[config.mk]
export PLATFORM = sky130hd
export DESIGN_NAME = sorted_timer_table_flat
export DESIGN_NICKNAME = d
export VERILOG_FILES = /design/src/design/stt_pkg.sv /design/src/design/stt_if.sv /design/src/design/stt_datapath.sv /design/src/design/stt_ctrl.sv /design/src/design/sorted_timer_table.sv /design/src/flat_wrapper.sv
export VERILOG_INCLUDE_DIRS = /design/src /design/src/design
export SDC_FILE = /design/constraint.sdc
export NUM_CORES = 2
export LEC_CHECK = 0
export BUFFER_PORTS_ARGS = -buffer_cell sky130_fd_sc_hd__buf_2
export CAP_MARGIN = 20
export CORE_MARGIN = 3
export CORE_UTILIZATION = 30
export DETAILED_ROUTE_END_ITERATION = 16
export GPL_ROUTABILITY_DRIVEN = 0
export MAX_ROUTING_LAYER = met4
export SYNTH_ARGS = -nofsm -noshare
export SYNTH_HDL_FRONTEND = slang
export SYNTH_SLANG_ARGS = --single-unit
[constraint.sdc]
create_clock -name i_clk -period 10.4 [get_ports i_clk]
set_input_delay 0 -clock i_clk [delete_from_list [all_inputs] [get_ports i_clk]]
set_output_delay 0 -clock i_clk [all_outputs]
set_load 0.005 [all_outputs]
[src/design/assert_macros.svh]
// assertion macros for the timer table
`ifndef ASSERT_MACROS_SVH
`define ASSERT_MACROS_SVH
`define CHK_IMPL(lbl, clk, rst_n, a, c) \
    lbl: assert property (@(posedge clk) disable iff (!rst_n) (a) |-> (c)) \
        else $error("check failed");
`define CHK_NEXT(lbl, clk, rst_n, a, c) \
    lbl: assert property (@(posedge clk) disable iff (!rst_n) (a) |=> (c)) \
        else $error("check failed");
`endif

[src/design/stt_pkg.sv]
// types and constants shared by the timer table
package stt_pkg;
    localparam logic [2:0] CMD_ADD = 3'd0;
    localparam logic [2:0] CMD_COLLECT = 3'd1;
    localparam logic [2:0] CMD_UPDATE = 3'd2;
    localparam logic [2:0] CMD_DELETE = 3'd3;
    localparam logic [2:0] CMD_LOOKUP = 3'd4;
    localparam logic [1:0] ST_OK = 2'd0;
    localparam logic [1:0] ST_NOT_FOUND = 2'd1;
    localparam logic [1:0] ST_FULL = 2'd2;

    typedef struct packed {
        logic [2:0]  cmd;
        logic [31:0] key;
        logic signed [31:0] when;
    } t_req;

    typedef struct packed {
        logic [1:0]  status;
        logic        has_entry;
        logic [31:0] out_key;
        logic signed [31:0] out_when;
        logic        last;
    } t_rsp;

    typedef enum logic [3:0] {
        OP_IDLE, OP_LOAD, OP_FIND, OP_REMOVE, OP_PLACE, OP_INSERT,
        OP_COLLECT, OP_DELALL
    } t_op;

    typedef struct packed {
        t_op op;
    } t_cmd;

    typedef struct packed {
        logic done;
        logic found;
        logic full;
        logic emit;
        t_rsp rsp;
    } t_stat;
endpackage

[src/design/stt_if.sv]
// valid/ready channel interfaces
interface stt_req_if;
    logic valid;
    logic ready;
    stt_pkg::t_req payload;
    modport source(output valid, output payload, input ready);
    modport sink(input valid, input payload, output ready);
endinterface

interface stt_rsp_if;
    logic valid;
    logic ready;
    stt_pkg::t_rsp payload;
    modport source(output valid, output payload, input ready);
    modport sink(input valid, input payload, output ready);
endinterface

[src/design/stt_datapath.sv]
// entry storage, scan pointer and shift network
module stt_datapath #(
    parameter int DEPTH = 16,
    parameter int KEY_BITS = 32
) (
    input  logic          i_clk,
    input  logic          i_rst_n,
    input  stt_pkg::t_req i_req,
    input  logic          i_req_load,
    input  stt_pkg::t_cmd i_cmd,
    output stt_pkg::t_stat o_stat
);
    localparam int IW = $clog2(DEPTH);
    localparam int CW = $clog2(DEPTH + 1);

    logic [KEY_BITS-1:0] r_key [DEPTH];
    logic signed [31:0]  r_when [DEPTH];
    logic [CW-1:0] r_cnt, n_cnt;
    logic [CW-1:0] r_ptr, n_ptr;
    logic [CW-1:0] r_pos, n_pos;
    logic [CW-1:0] r_hit_at, n_hit_at;
    logic r_hit, n_hit;
    stt_pkg::t_req r_req;
    logic [KEY_BITS-1:0] r_rkey;
    logic [KEY_BITS-1:0] cur_key;
    logic signed [31:0] cur_when, nxt_when;
    logic [IW-1:0] pidx, pidx1;
    logic in_range, key_eq;
    logic [KEY_BITS-1:0] req_key;
    logic signed [31:0] ins_when;

    assign req_key = KEY_BITS'({32'd0, i_req.key} & {64{1'b1}});
    assign in_range = r_ptr < r_cnt;
    assign pidx = r_ptr[IW-1:0];
    assign pidx1 = (r_ptr + CW'(1) < CW'(DEPTH)) ? IW'(r_ptr + CW'(1)) : pidx;
    assign cur_key = r_key[pidx];
    assign cur_when = r_when[pidx];
    assign nxt_when = r_when[pidx1];
    assign key_eq = cur_key == r_rkey;
    assign ins_when = r_req.when;

    always_comb begin
        n_cnt = r_cnt;
        n_ptr = r_ptr;
        n_pos = r_pos;
        n_hit = r_hit;
        n_hit_at = r_hit_at;
        o_stat = '0;
        o_stat.full = r_cnt == CW'(DEPTH);
        o_stat.found = r_hit;
        unique case (i_cmd.op)
            stt_pkg::OP_LOAD: begin
                n_ptr = '0;
                n_pos = '0;
                n_hit = 1'b0;
            end
            stt_pkg::OP_FIND: begin
                if (!in_range || key_eq) begin
                    o_stat.done = 1'b1;
                    n_hit = in_range;
                    n_hit_at = r_ptr;
                    o_stat.found = in_range;
                    o_stat.rsp.has_entry = in_range;
                    o_stat.rsp.out_key = 32'({{(64-KEY_BITS){1'b0}}, cur_key});
                    o_stat.rsp.out_when = cur_when;
                    n_ptr = '0;
                end else begin
                    n_ptr = r_ptr + CW'(1);
                end
            end
            stt_pkg::OP_REMOVE: begin
                if (r_ptr + CW'(1) >= r_cnt) begin
                    o_stat.done = 1'b1;
                    n_cnt = r_cnt - CW'(1);
                    n_ptr = r_cnt - CW'(1);
                end else begin
                    n_ptr = r_ptr + CW'(1);
                end
            end
            stt_pkg::OP_PLACE: begin
                if (!in_range || cur_when > ins_when
                    || (r_hit && r_ptr >= r_hit_at && cur_when == ins_when)) begin
                    o_stat.done = 1'b1;
                    // slots past the retimed entry move down once it is removed
                    n_pos = (r_hit && r_ptr > r_hit_at) ? r_ptr - CW'(1) : r_ptr;
                    n_ptr = r_hit ? r_hit_at : r_cnt;
                end else begin
                    n_ptr = r_ptr + CW'(1);
                end
            end
            stt_pkg::OP_INSERT: begin
                if (r_ptr == r_pos) begin
                    o_stat.done = 1'b1;
                    n_cnt = r_cnt + CW'(1);
                end else begin
                    n_ptr = r_ptr - CW'(1);
                end
            end
            stt_pkg::OP_COLLECT: begin
                o_stat.rsp.has_entry = 1'b1;
                o_stat.rsp.out_key = 32'({{(64-KEY_BITS){1'b0}}, cur_key});
                o_stat.rsp.out_when = cur_when;
                o_stat.rsp.last = (r_ptr + CW'(1) >= r_cnt) || nxt_when > ins_when;
                if (in_range && cur_when <= ins_when) begin
                    o_stat.emit = 1'b1;
                    o_stat.done = o_stat.rsp.last;
                    n_ptr = r_ptr + CW'(1);
                end else begin
                    o_stat.done = 1'b1;
                end
            end
            stt_pkg::OP_DELALL: begin
                if (!in_range) begin
                    o_stat.done = 1'b1;
                end else if (key_eq) begin
                    n_hit = 1'b1;
                    n_cnt = r_cnt - CW'(1);
                end else begin
                    n_ptr = r_ptr + CW'(1);
                end
            end
            default: ;
        endcase
    end

    always_ff @(posedge i_clk) begin
        if (i_req_load) begin
            r_req <= i_req;
            r_rkey <= req_key;
        end
        unique case (i_cmd.op)
            stt_pkg::OP_REMOVE: begin
                if (r_ptr + CW'(1) < r_cnt) begin
                    r_key[pidx] <= r_key[pidx1];
                    r_when[pidx] <= r_when[pidx1];
                end
            end
            stt_pkg::OP_DELALL: begin
                if (in_range && key_eq) begin
                    for (int i = 0; i < DEPTH - 1; i++) begin
                        if (CW'(i) >= r_ptr) begin
                            r_key[i] <= r_key[i + 1];
                            r_when[i] <= r_when[i + 1];
                        end
                    end
                end
            end
            stt_pkg::OP_INSERT: begin
                if (r_ptr == r_pos) begin
                    r_key[pidx] <= r_rkey;
                    r_when[pidx] <= ins_when;
                end else begin
                    r_key[pidx] <= r_key[IW'(r_ptr - CW'(1))];
                    r_when[pidx] <= r_when[IW'(r_ptr - CW'(1))];
                end
            end
            default: ;
        endcase
        if (!i_rst_n) begin
            r_cnt <= '0;
            r_ptr <= '0;
            r_pos <= '0;
            r_hit <= 1'b0;
            r_hit_at <= '0;
        end else begin
            r_cnt <= n_cnt;
            r_ptr <= n_ptr;
            r_pos <= n_pos;
            r_hit <= n_hit;
            r_hit_at <= n_hit_at;
        end
    end
endmodule

[src/design/stt_ctrl.sv]
// command sequencer for the timer table
module stt_ctrl (
    input  logic           i_clk,
    input  logic           i_rst_n,
    input  logic           i_in_valid,
    input  logic [2:0]     i_in_cmd,
    output logic           o_in_ready,
    output logic           o_req_load,
    output stt_pkg::t_cmd  o_cmd,
    input  stt_pkg::t_stat i_stat,
    output logic           o_out_valid,
    input  logic           i_out_ready,
    output stt_pkg::t_rsp  o_rsp
);
    typedef enum logic [3:0] {
        S_IDLE, S_LOAD, S_FIND, S_REMOVE, S_PLACE, S_INSERT, S_COLLECT,
        S_DELALL, S_OUT
    } t_state;

    t_state r_state;
    logic [2:0] r_cmd;
    logic r_any;
    logic out_busy;

    assign out_busy = o_out_valid && !i_out_ready;
    assign o_in_ready = r_state == S_IDLE && !out_busy;
    assign o_req_load = i_in_valid && o_in_ready;

    always_comb begin
        unique case (r_state)
            S_LOAD:    o_cmd.op = stt_pkg::OP_LOAD;
            S_FIND:    o_cmd.op = stt_pkg::OP_FIND;
            S_REMOVE:  o_cmd.op = stt_pkg::OP_REMOVE;
            S_PLACE:   o_cmd.op = stt_pkg::OP_PLACE;
            S_INSERT:  o_cmd.op = stt_pkg::OP_INSERT;
            S_COLLECT: o_cmd.op = out_busy ? stt_pkg::OP_IDLE : stt_pkg::OP_COLLECT;
            S_DELALL:  o_cmd.op = stt_pkg::OP_DELALL;
            default:   o_cmd.op = stt_pkg::OP_IDLE;
        endcase
    end

    always_ff @(posedge i_clk) begin
        if (!i_rst_n) begin
            r_state <= S_IDLE;
            o_out_valid <= 1'b0;
            r_cmd <= '0;
            r_any <= 1'b0;
        end else begin
            if (o_out_valid && i_out_ready) o_out_valid <= 1'b0;
            unique case (r_state)
                S_IDLE: if (o_req_load) begin
                    r_cmd <= i_in_cmd;
                    r_state <= S_LOAD;
                end
                S_LOAD: begin
                    r_any <= 1'b0;
                    priority case (r_cmd)
                        stt_pkg::CMD_ADD:     r_state <= S_PLACE;
                        stt_pkg::CMD_COLLECT: r_state <= S_COLLECT;
                        stt_pkg::CMD_UPDATE:  r_state <= S_FIND;
                        stt_pkg::CMD_DELETE:  r_state <= S_DELALL;
                        stt_pkg::CMD_LOOKUP:  r_state <= S_FIND;
                        default: begin
                            o_rsp <= '0;
                            o_rsp.last <= 1'b1;
                            r_state <= S_OUT;
                        end
                    endcase
                    if (r_cmd == stt_pkg::CMD_ADD && i_stat.full) begin
                        o_rsp <= '0;
                        o_rsp.status <= stt_pkg::ST_FULL;
                        o_rsp.last <= 1'b1;
                        r_state <= S_OUT;
                    end
                end
                S_FIND: if (i_stat.done) begin
                    o_rsp <= '0;
                    o_rsp.last <= 1'b1;
                    if (!i_stat.found) begin
                        o_rsp.status <= stt_pkg::ST_NOT_FOUND;
                        r_state <= S_OUT;
                    end else if (r_cmd == stt_pkg::CMD_LOOKUP) begin
                        o_rsp <= i_stat.rsp;
                        o_rsp.status <= stt_pkg::ST_OK;
                        o_rsp.last <= 1'b1;
                        r_state <= S_OUT;
                    end else begin
                        r_state <= S_PLACE;
                    end
                end
                S_PLACE: if (i_stat.done) begin
                    r_state <= S_REMOVE;
                    if (r_cmd == stt_pkg::CMD_ADD) begin
                        r_state <= S_INSERT;
                    end
                end
                S_REMOVE: if (i_stat.done) r_state <= S_INSERT;
                S_INSERT: if (i_stat.done) begin
                    o_rsp <= '0;
                    o_rsp.last <= 1'b1;
                    r_state <= S_OUT;
                end
                S_DELALL: if (i_stat.done) begin
                    o_rsp <= '0;
                    o_rsp.last <= 1'b1;
                    o_rsp.status <= i_stat.found ? stt_pkg::ST_OK : stt_pkg::ST_NOT_FOUND;
                    r_state <= S_OUT;
                end
                S_COLLECT: if (!out_busy) begin
                    if (i_stat.emit) begin
                        o_rsp <= i_stat.rsp;
                        o_out_valid <= 1'b1;
                        r_any <= 1'b1;
                        if (i_stat.done) r_state <= S_IDLE;
                    end else begin
                        o_rsp <= '0;
                        o_rsp.last <= 1'b1;
                        r_state <= r_any ? S_IDLE : S_OUT;
                    end
                end
                S_OUT: if (!out_busy) begin
                    o_out_valid <= 1'b1;
                    r_state <= S_IDLE;
                end
                default: r_state <= S_IDLE;
            endcase
        end
    end
endmodule

[src/design/sorted_timer_table.sv]
// sorted timer table top level
// channel   dir  payload
// i_req     in   cmd, key, when
// o_rsp     out  status, has_entry, out_key, out_when, last
// an item is worked through by one-slot-per-cycle scan, shift and insert
// passes over the entry store
// collect emits one result per cycle when the sink is ready
// a stalled result holds the sequencer; reset is synchronous and empties the table
`include "assert_macros.svh"
module sorted_timer_table #(
    parameter int DEPTH = 16,
    parameter int KEY_BITS = 32
) (
    input logic i_clk,
    input logic i_rst_n,
    stt_req_if.sink   i_req,
    stt_rsp_if.source o_rsp
);
    stt_pkg::t_cmd  cmd;
    stt_pkg::t_stat stat;
    logic req_load;

    stt_ctrl u_ctrl (
        .i_clk(i_clk), .i_rst_n(i_rst_n),
        .i_in_valid(i_req.valid), .i_in_cmd(i_req.payload.cmd),
        .o_in_ready(i_req.ready), .o_req_load(req_load),
        .o_cmd(cmd), .i_stat(stat),
        .o_out_valid(o_rsp.valid), .i_out_ready(o_rsp.ready),
        .o_rsp(o_rsp.payload)
    );

    stt_datapath #(.DEPTH(DEPTH), .KEY_BITS(KEY_BITS)) u_dp (
        .i_clk(i_clk), .i_rst_n(i_rst_n),
        .i_req(i_req.payload), .i_req_load(req_load),
        .i_cmd(cmd), .o_stat(stat)
    );

    `CHK_IMPL(a_no_accept_busy, i_clk, i_rst_n, o_rsp.valid && !o_rsp.ready, !i_req.ready)
    `CHK_IMPL(a_empty_no_entry, i_clk, i_rst_n, o_rsp.valid && o_rsp.payload.status != stt_pkg::ST_OK, !o_rsp.payload.has_entry)
    `CHK_NEXT(a_accept_busy, i_clk, i_rst_n, i_req.valid && i_req.ready, !i_req.ready)
endmodule
[src/flat_wrapper.sv]
// flat-port wrapper written by rule: the top's interface ports become plain ports
module sorted_timer_table_flat 
#(
    parameter int DEPTH = 16,
    parameter int KEY_BITS = 32
)
  (i_clk, i_rst_n, i_req_valid, i_req_payload, i_req_ready, o_rsp_valid, o_rsp_payload, o_rsp_ready);
  stt_req_if i_req_i ();
  stt_rsp_if o_rsp_i ();
  input logic i_clk;
  input logic i_rst_n;
  input wire logic [$bits(i_req_i.valid)-1:0] i_req_valid;
  input wire logic [$bits(i_req_i.payload)-1:0] i_req_payload;
  output wire logic [$bits(i_req_i.ready)-1:0] i_req_ready;
  output wire logic [$bits(o_rsp_i.valid)-1:0] o_rsp_valid;
  output wire logic [$bits(o_rsp_i.payload)-1:0] o_rsp_payload;
  input wire logic [$bits(o_rsp_i.ready)-1:0] o_rsp_ready;
  assign i_req_i.valid = i_req_valid;
  assign i_req_i.payload = i_req_payload;
  assign i_req_ready = i_req_i.ready;
  assign o_rsp_valid = o_rsp_i.valid;
  assign o_rsp_payload = o_rsp_i.payload;
  assign o_rsp_i.ready = o_rsp_ready;
  sorted_timer_table #(.DEPTH(DEPTH), .KEY_BITS(KEY_BITS)) u_core (.i_clk(i_clk), .i_rst_n(i_rst_n), .i_req(i_req_i), .o_rsp(o_rsp_i));
endmodule
# Word level (Yosys, flattened, before mapping)
# Memory sizes are Yosys's and may differ from the RTL's. A register that Yosys moved wholly into a read port is not among the register bits.
# Cells that the tools add are included.
# W data, S select, Z words.
dict set report op_classes {
  addsub 4
  order_cmp 24
  eq_ne 44
  muxes 155
  bitwise 4
  n_reduce_logical 39
}
# operator count
set ops {}
lappend ops {{$mux W68} 6}
lappend ops {{$pmux W68 S5} 1}
lappend ops {{$mux W66} 3}
lappend ops {{$mux W32} 6}
lappend ops {{$pmux W65 S2} 1}
lappend ops {{$mux W1} 89}
lappend ops {{$mux W4} 20}
lappend ops {{$mux W5} 14}
lappend ops {{$mux W65} 1}
lappend ops {{$eq A32 B32 Y1} 2}
lappend ops {{$gt A32 B32 Y1} 2}
lappend ops {{$reduce_or A32 Y1} 2}
lappend ops {{$ge A4 B5 Y1 const A} 7}
lappend ops {{$pmux W5 S7} 1}
lappend ops {{$eq A4 B3 Y1 const B} 8}
lappend ops {{$le A32 B32 Y1} 1}
lappend ops {{$pmux W4 S8} 1}
lappend ops {{$ne A2 B2 Y1 const B} 11}
lappend ops {{$pmux W3 S7} 1}
lappend ops {{$ge A3 B5 Y1 const A} 4}
lappend ops {{$eq A4 B2 Y1 const B} 4}
lappend ops {{$ne A2 B1 Y1 const B} 8}
lappend ops {{$pmux W4 S4} 1}
lappend ops {{$pmux W5 S3} 1}
lappend ops {{other kinds (41)} 75}
dict set report totals {
  register_bits 162
  ramBits 1024
  inputBits 71
  out_inout_bits 70
  wordCells 288
  mem_count 2
}
# memory words width read_ports rd_ports_with_merged_regs wr line
set memory_table {}
lappend memory_table {u_core.u_dp.r_key 16 32 18 1 15 stt_datapath.sv:16} ;# logic [KEY_BITS-1:0] r_key [DEPTH];
lappend memory_table {u_core.u_dp.r_when 16 32 18 1 15 stt_datapath.sv:17} ;# logic signed [31:0] r_when [DEPTH];

# Logic depth before layout (Yosys ltp)
# An unclocked memory read counts as a cell.
dict set report logic_depth {
  word_depth 12
  ltp_mapped 24
  ltp_nobuf 19
}

# Hierarchy
# From an unflattened synthesis, not the netlist that was laid out.
dict set report hier_totals {
  hier_cells 5909
  hier_area_um2 76996.3
}
# mod instances cells_per_inst area_each_um2 seq_area_each_um2
set modules_own_cells {}
lappend modules_own_cells {stt_datapath 1 5665 73742.0 33171.8}
lappend modules_own_cells {stt_ctrl 1 244 3254.4 2222.1}

# Least setup slack after synthesis
# Ideal clock, no wire load.
dict set report synth_timing {
  kind {reg2reg}
  from {register u_core.u_dp.r_ptr[0]}
  to {memory u_core.u_dp.r_key[8][0], enable pin}
  setup_time_ns 0.574
  t_arrival_ns 7.638
  t_required_ns 9.826
  setup_slack_ns 2.188
  stages_incl_launch_ff 16
  n_path_buf 3
  synth_period_minus_slack_ns 8.212
  cell_sequence {dfxtp_1 > clkbuf_1 > clkbuf_1 > clkbuf_1 > inv_1 > ha_1 > ha_1 > nor2b_1 > o21a_1 > o21a_1 > o21a_1 > nor3_1 > nor2_1 > nor2_1 > nand2_1 > o21ai_0}
}
# item line
set synth_rtl {}
lappend synth_rtl {{start: declaration} stt_datapath.sv:19} ;# logic [CW-1:0] r_ptr, n_ptr;
lappend synth_rtl {{start signal: assignment} stt_datapath.sv:167} ;# r_ptr <= n_ptr;
lappend synth_rtl {{end: declaration} stt_datapath.sv:16}

# Worst setup path after layout
dict set report layout_timing {
  from {register u_core.u_dp.r_ptr[0]}
  to {register u_core.u_ctrl.o_rsp[54] (netlist name), enable pin}
}
dict set report layout_between {
  elab_chain_len 10
  word_cells_on_any_way 28
  cone_classes {1 x add/sub; 5 x order compare; 4 x eq/ne; 8 x mux; 9 x reduce/logical; 1 x memory}
}
# item line
set layout_lines {}
lappend layout_lines {{$add A5 B1 Y5} {stt_datapath.sv:35, stt_datapath.sv:72, stt_datapath.sv:103}}
lappend layout_lines {{$lt A5 B5 Y1} stt_datapath.sv:35} ;# assign pidx1 = (r_ptr + CW'(1) < CW'(DEPTH)) ? IW'(r_ptr + CW'(1)) : pidx;
lappend layout_lines {{$mux W4} stt_datapath.sv:35}
lappend layout_lines {{$mem_v2 Z16 W32} n/a}
lappend layout_lines {{$gt A32 B32 Y1} stt_datapath.sv:103} ;# o_stat.rsp.last = (r_ptr + CW'(1) >= r_cnt) || nxt_when > ins_when;
lappend layout_lines {{$logic_or A1 B1 Y1} stt_datapath.sv:103}
lappend layout_lines {{$mux W1} stt_datapath.sv:104} ;# if (in_range && cur_when <= ins_when) begin
lappend layout_lines {{$pmux W1 S6 (*)} stt_datapath.sv:51} ;# unique case (i_cmd.op)
lappend layout_lines {{$ne A2 B1 Y1 (no line)} n/a}
lappend layout_lines {{$reduce_and A7 Y1 (no line) (*)} n/a}
lappend layout_lines {{end signal: assignment} stt_ctrl.sv:83} ;# o_rsp <= i_stat.rsp;
lappend layout_lines {{end signal: assignment} stt_ctrl.sv:111} ;# o_rsp <= i_stat.rsp;
lappend layout_lines {{end: declaration} stt_ctrl.sv:13} ;# output stt_pkg::t_rsp o_rsp
# Mark *: on every way between the ends. The rest lies on a longest branch, timed or not.
# A chain may end at the register's enable or synchronous reset.

==> results by group <==
Worst setup path
  – Crit-path max FO: 52
  – Startpoint class of the critical path: flip-flop
  – Critical path capture point type: flip-flop
  – Cells on worst reg2reg path: 18
  – Worst reg2reg startpoint: u_core.u_dp.r_ptr[0]$_SDFFE_PN0P_
  – WP data arrival: 8.84 ns
  – Critical path class: reg -> reg
  – Reg-to-Reg End: u_core.u_ctrl.o_rsp[54]$_DFFE_PP_
  – Reg-to-reg setup timing slack: 1.97 ns
  – Worst Path Required: 10.81 ns

Clocking
  – Cts repair resizes: 0
  – CTS tree: done
  – Hold Buf Count CTS: 140
  – Root buf cell: clkbuf_16
  – Post-CTS Setup Bufs: 0
  – Number of buffers inserted during clock tree synthesis: 130
  – Clk Latency, worst-skew pair: 0.79 ns
  – CTS sink count: 1190
  – CTS H-tree lvls: 4
  – Worst-path clk slew: 0.07 ns
  – Maximum clock path buffer count: 3

Routing
  – # DRC: 0
  – Wire per inst: 33.07 um
  – Antenna viol nets, final: 0
  – Initial detailed-routing violation count: 8067
  – DR pass1 iterations: 6
  – Vias: 52360
  – WL final: 279300 um
  – Via density: 6.200

Global route
  – Vias in the first global route: 51280
  – First-pass GRT wire length: 394600 um
  – Largest net degree at the start of global routing: 132
  – Total track usage: 21.11%
  – Total congestion overflow: 0
  – Antenna violations before repair: 10

Floorplanning
  – Core Area: 257200 um^2
  – Die width: 514.9 um
  – I/O pin total: 141
  – Die H: 514.9 um
  – Row cnt: 186
  – Die area: 265100 um^2
  – Initial core utilization: 30.22%

Pwr
  – Cell-internal power: 10.41 mW
  – VDD IR max: 0.1990 mV
  – Register share of total power: 40.0%
  – Comb pwr share: 27.7%
  – Pleak: 28.28 nW
  – P per Cell Area: 170.8 nW/um^2
  – Net switching power: 4.591 mW
  – Clk pwr share: 32.3%
  – Pwr Total: 15.00 mW
  – Sw Share: 30.61%

STA
  – Setup_tns: 0 ns
  – Final period util: 81.05%
  – Final Slew Violations: 0
  – Worst Max-Slew Pin Slew: 1.229 ns
  – RSZ-0062 raised after global routing: false
  – Final hold vios: 0
  – Slew margin rel.: 17.85%
  – WHS: 0.04623 ns
  – Max Clock Freq: 118.6 MHz
  – Clock Skew: 0.03682 ns
  – Final setup viols: 0
  – Post-route minimum period: 8.429 ns

Finish
  – Sequential Area: 35410 um^2
  – Most frequent cells in the layout: 1156 x edfxtp_1, 836 x mux4_2, 804 x mux2_2
  – Final instance area: 87820 um^2
  – Utilization after layout: 34.15%
  – Final nets: 5111
  – Proportion of layout cells with a drive suffix above 1: 44.86%
  – Footprint of the multi-input gates: 40250 um^2
  – Synth-to-layout area growth: 13.02%
  – Fill count: 24380
  – Commonest non-fill, non-tap cell in the layout: edfxtp_1

Worst hold path
  – Hold EP: u_core.u_dp.r_rkey[9]$_DFFE_PP_
  – Hold Crit Depth: 2
  – Worst hold start: i_req_payload[41]
  – Worst Hold Class: in -> reg

Synth
  – Synth Area in Simple Gates: 2.879%
  – Post-synth EDFFs: 1156
  – Share of flip-flops with an asynchronous set or reset: 0%
  – Cell count after synthesis: 4856
  – Distinct cell type count after synthesis: 80
  – Syn Nets: 5014
  – Synth Register Bits: 1190
  – Compound-Gate Fraction of Synth Area: 3.430%
  – Post-synthesis cell area: 77700 um^2
  – Mux cell area share after synthesis: 42.56%
  – Ys Warns: 0
  – Ys flop type: edfxtp_1
  – Main combinational cell family by area after synthesis: multiplexers
  – Adder-cell share of the synthesized area: 1.401%
  – Xor-xnor portion of the synthesized cell area: 1.003%
  – Post-synthesis sequential area ratio: 45.55%
  – Post-Syn Area per Cell: 16.00 um^2

Outcome
  – Run status: complete, no violations

Job
  – Max Cap Viol: 0

Placement
  – Placed Area: 81980 um^2
  – PortBufs: 140
  – Dpl hpwl: 158300 um
## worst max-delay path by stage
| stage | cells after the start | end | slack, ns | from |
|---|---|---|---|---|
| 2_1_floorplan | 15 | u_core.u_dp.r_key[8][0]$_DFFE_PP_ | 2.19 | u_core.u_dp.r_ptr[0]$_SDFFE_PN0P_ |
| 3_3_place_gp | 18 | u_core.u_ctrl.o_rsp[53]$_DFFE_PP_ | 1.97 | u_core.u_dp.r_ptr[0]$_SDFFE_PN0P_ |
| 3_5_place_dp | 18 | u_core.u_ctrl.o_rsp[59]$_DFFE_PP_ | 1.95 | u_core.u_dp.r_ptr[0]$_SDFFE_PN0P_ |
| 4_1_cts | 18 | u_core.u_ctrl.o_rsp[59]$_DFFE_PP_ | 1.94 | u_core.u_dp.r_ptr[0]$_SDFFE_PN0P_ |
| 5_1_grt | 18 | u_core.u_ctrl.o_rsp[59]$_DFFE_PP_ | 1.67 | u_core.u_dp.r_ptr[0]$_SDFFE_PN0P_ |
| 6_report | 18 | u_core.u_ctrl.o_rsp[54]$_DFFE_PP_ | 1.97 | u_core.u_dp.r_ptr[0]$_SDFFE_PN0P_ |
## cell families after synthesis
| logic type | count (synthesis) |
|---|---|
| mux | 2096 |
| fa+ha+maj | 87 |
| flops | 1190 |
| simple gates | 453 |
| xor+xnor | 89 |
| buf+inv | 526 |
| compound gates | 415 |
## worst max-delay path, stage by stage, from the launching register on
cell and delay, ns:
dfxtp_4 0.88, ha_1 0.46, nand2_1 0.11, xnor2_1 0.55, mux2i_4 0.35, buf_4 0.73, mux4_2 0.43, mux2i_1 0.15
mux2i_1 0.19, ha_1 0.37, and4_1 0.28, nand4_1 0.36, a211oi_1 0.70, o22ai_1 0.21, a221oi_1 0.80, o31ai_1 0.20
nand4_1 0.14, o2111a_4 0.44, buf_4 0.55
## power groups by stage
stage / Clock [mW] / Sequential [mW] / Combinational [mW]
final: 4.84 / 6.00 / 4.16
after global routing: 5.08 / 6.01 / 4.44
after CTS: 4.90 / 5.99 / 4.11
after detailed placement: 0 / 6.09 / 4.04
after global placement: 0 / 6.09 / 3.97
after floorplan: 0 / 5.95 / 2.89
## final cells by class
cell class | count | area share [%]
Multi-Input combinational cell | 3140 | 45.83
Sequential cell | 1190 | 40.32
Tap cell | 3384 | 4.821
Clock buffer | 170 | 4.152
Timing Repair Buffer | 428 | 3.892
Clock inverter | 67 | 0.6995
Inverter | 63 | 0.2750
Antenna cell | 3 | 0.008548
## Yosys cell counts, types with 41 or more instances
cell type | instances | area (um^2)
buf_2 | 91 | 455.4
edfxtp_1 | 1156 | 34710
nand2_1 | 150 | 563.0
nor2_1 | 94 | 352.8
buf_1 | 79 | 296.5
xnor2_1 | 55 | 481.7
mux4_2 | 836 | 18830
ha_1 | 87 | 1089
inv_1 | 60 | 225.2
mux2_4 | 95 | 1426
mux2_2 | 804 | 9054
mux2i_1 | 243 | 2432
a21oi_1 | 111 | 555.5
and2_1 | 41 | 256.5
clkbuf_1 | 223 | 837.1
o21ai_1 | 69 | 345.3
mux2_1 | 117 | 1318
## routing by layer
| layer | routed length, um | GRT usage (%) |
|---|---|---|
| met2 | 125700 | 31.26 |
| met5 | 0 | - |
| met3 | 31660 | 4.671 |
| met1 | 113500 | 29.05 |
| met4 | 8433 | 6.049 |
## state kept, by name, indices dropped and copies added (netlist names), named ones only
register                   count
u_core.u_dp.r_hit_at           5
u_core.u_ctrl.r_state          4
u_core.u_dp.r_when           512
u_core.u_dp.r_hit              1
u_core.u_dp.r_key            512
u_core.u_ctrl.r_any            1
u_core.u_dp.r_cnt              5
u_core.u_ctrl.o_out_valid      1
u_core.u_dp.r_rkey            32
u_core.u_dp.r_ptr              5
u_core.u_ctrl.o_rsp           68
u_core.u_dp.r_pos              5
u_core.u_dp.ins_when          32
u_core.u_ctrl.r_cmd            3
## stage by stage
step	worst slack, ns	std cells
global placement	1.967	8044
floorplan	2.188	4856
detailed placement	1.953	8044
global route	1.668	8444
finish	1.971	8445
CTS	1.939	8421
(Power assumes the default switching activity.)
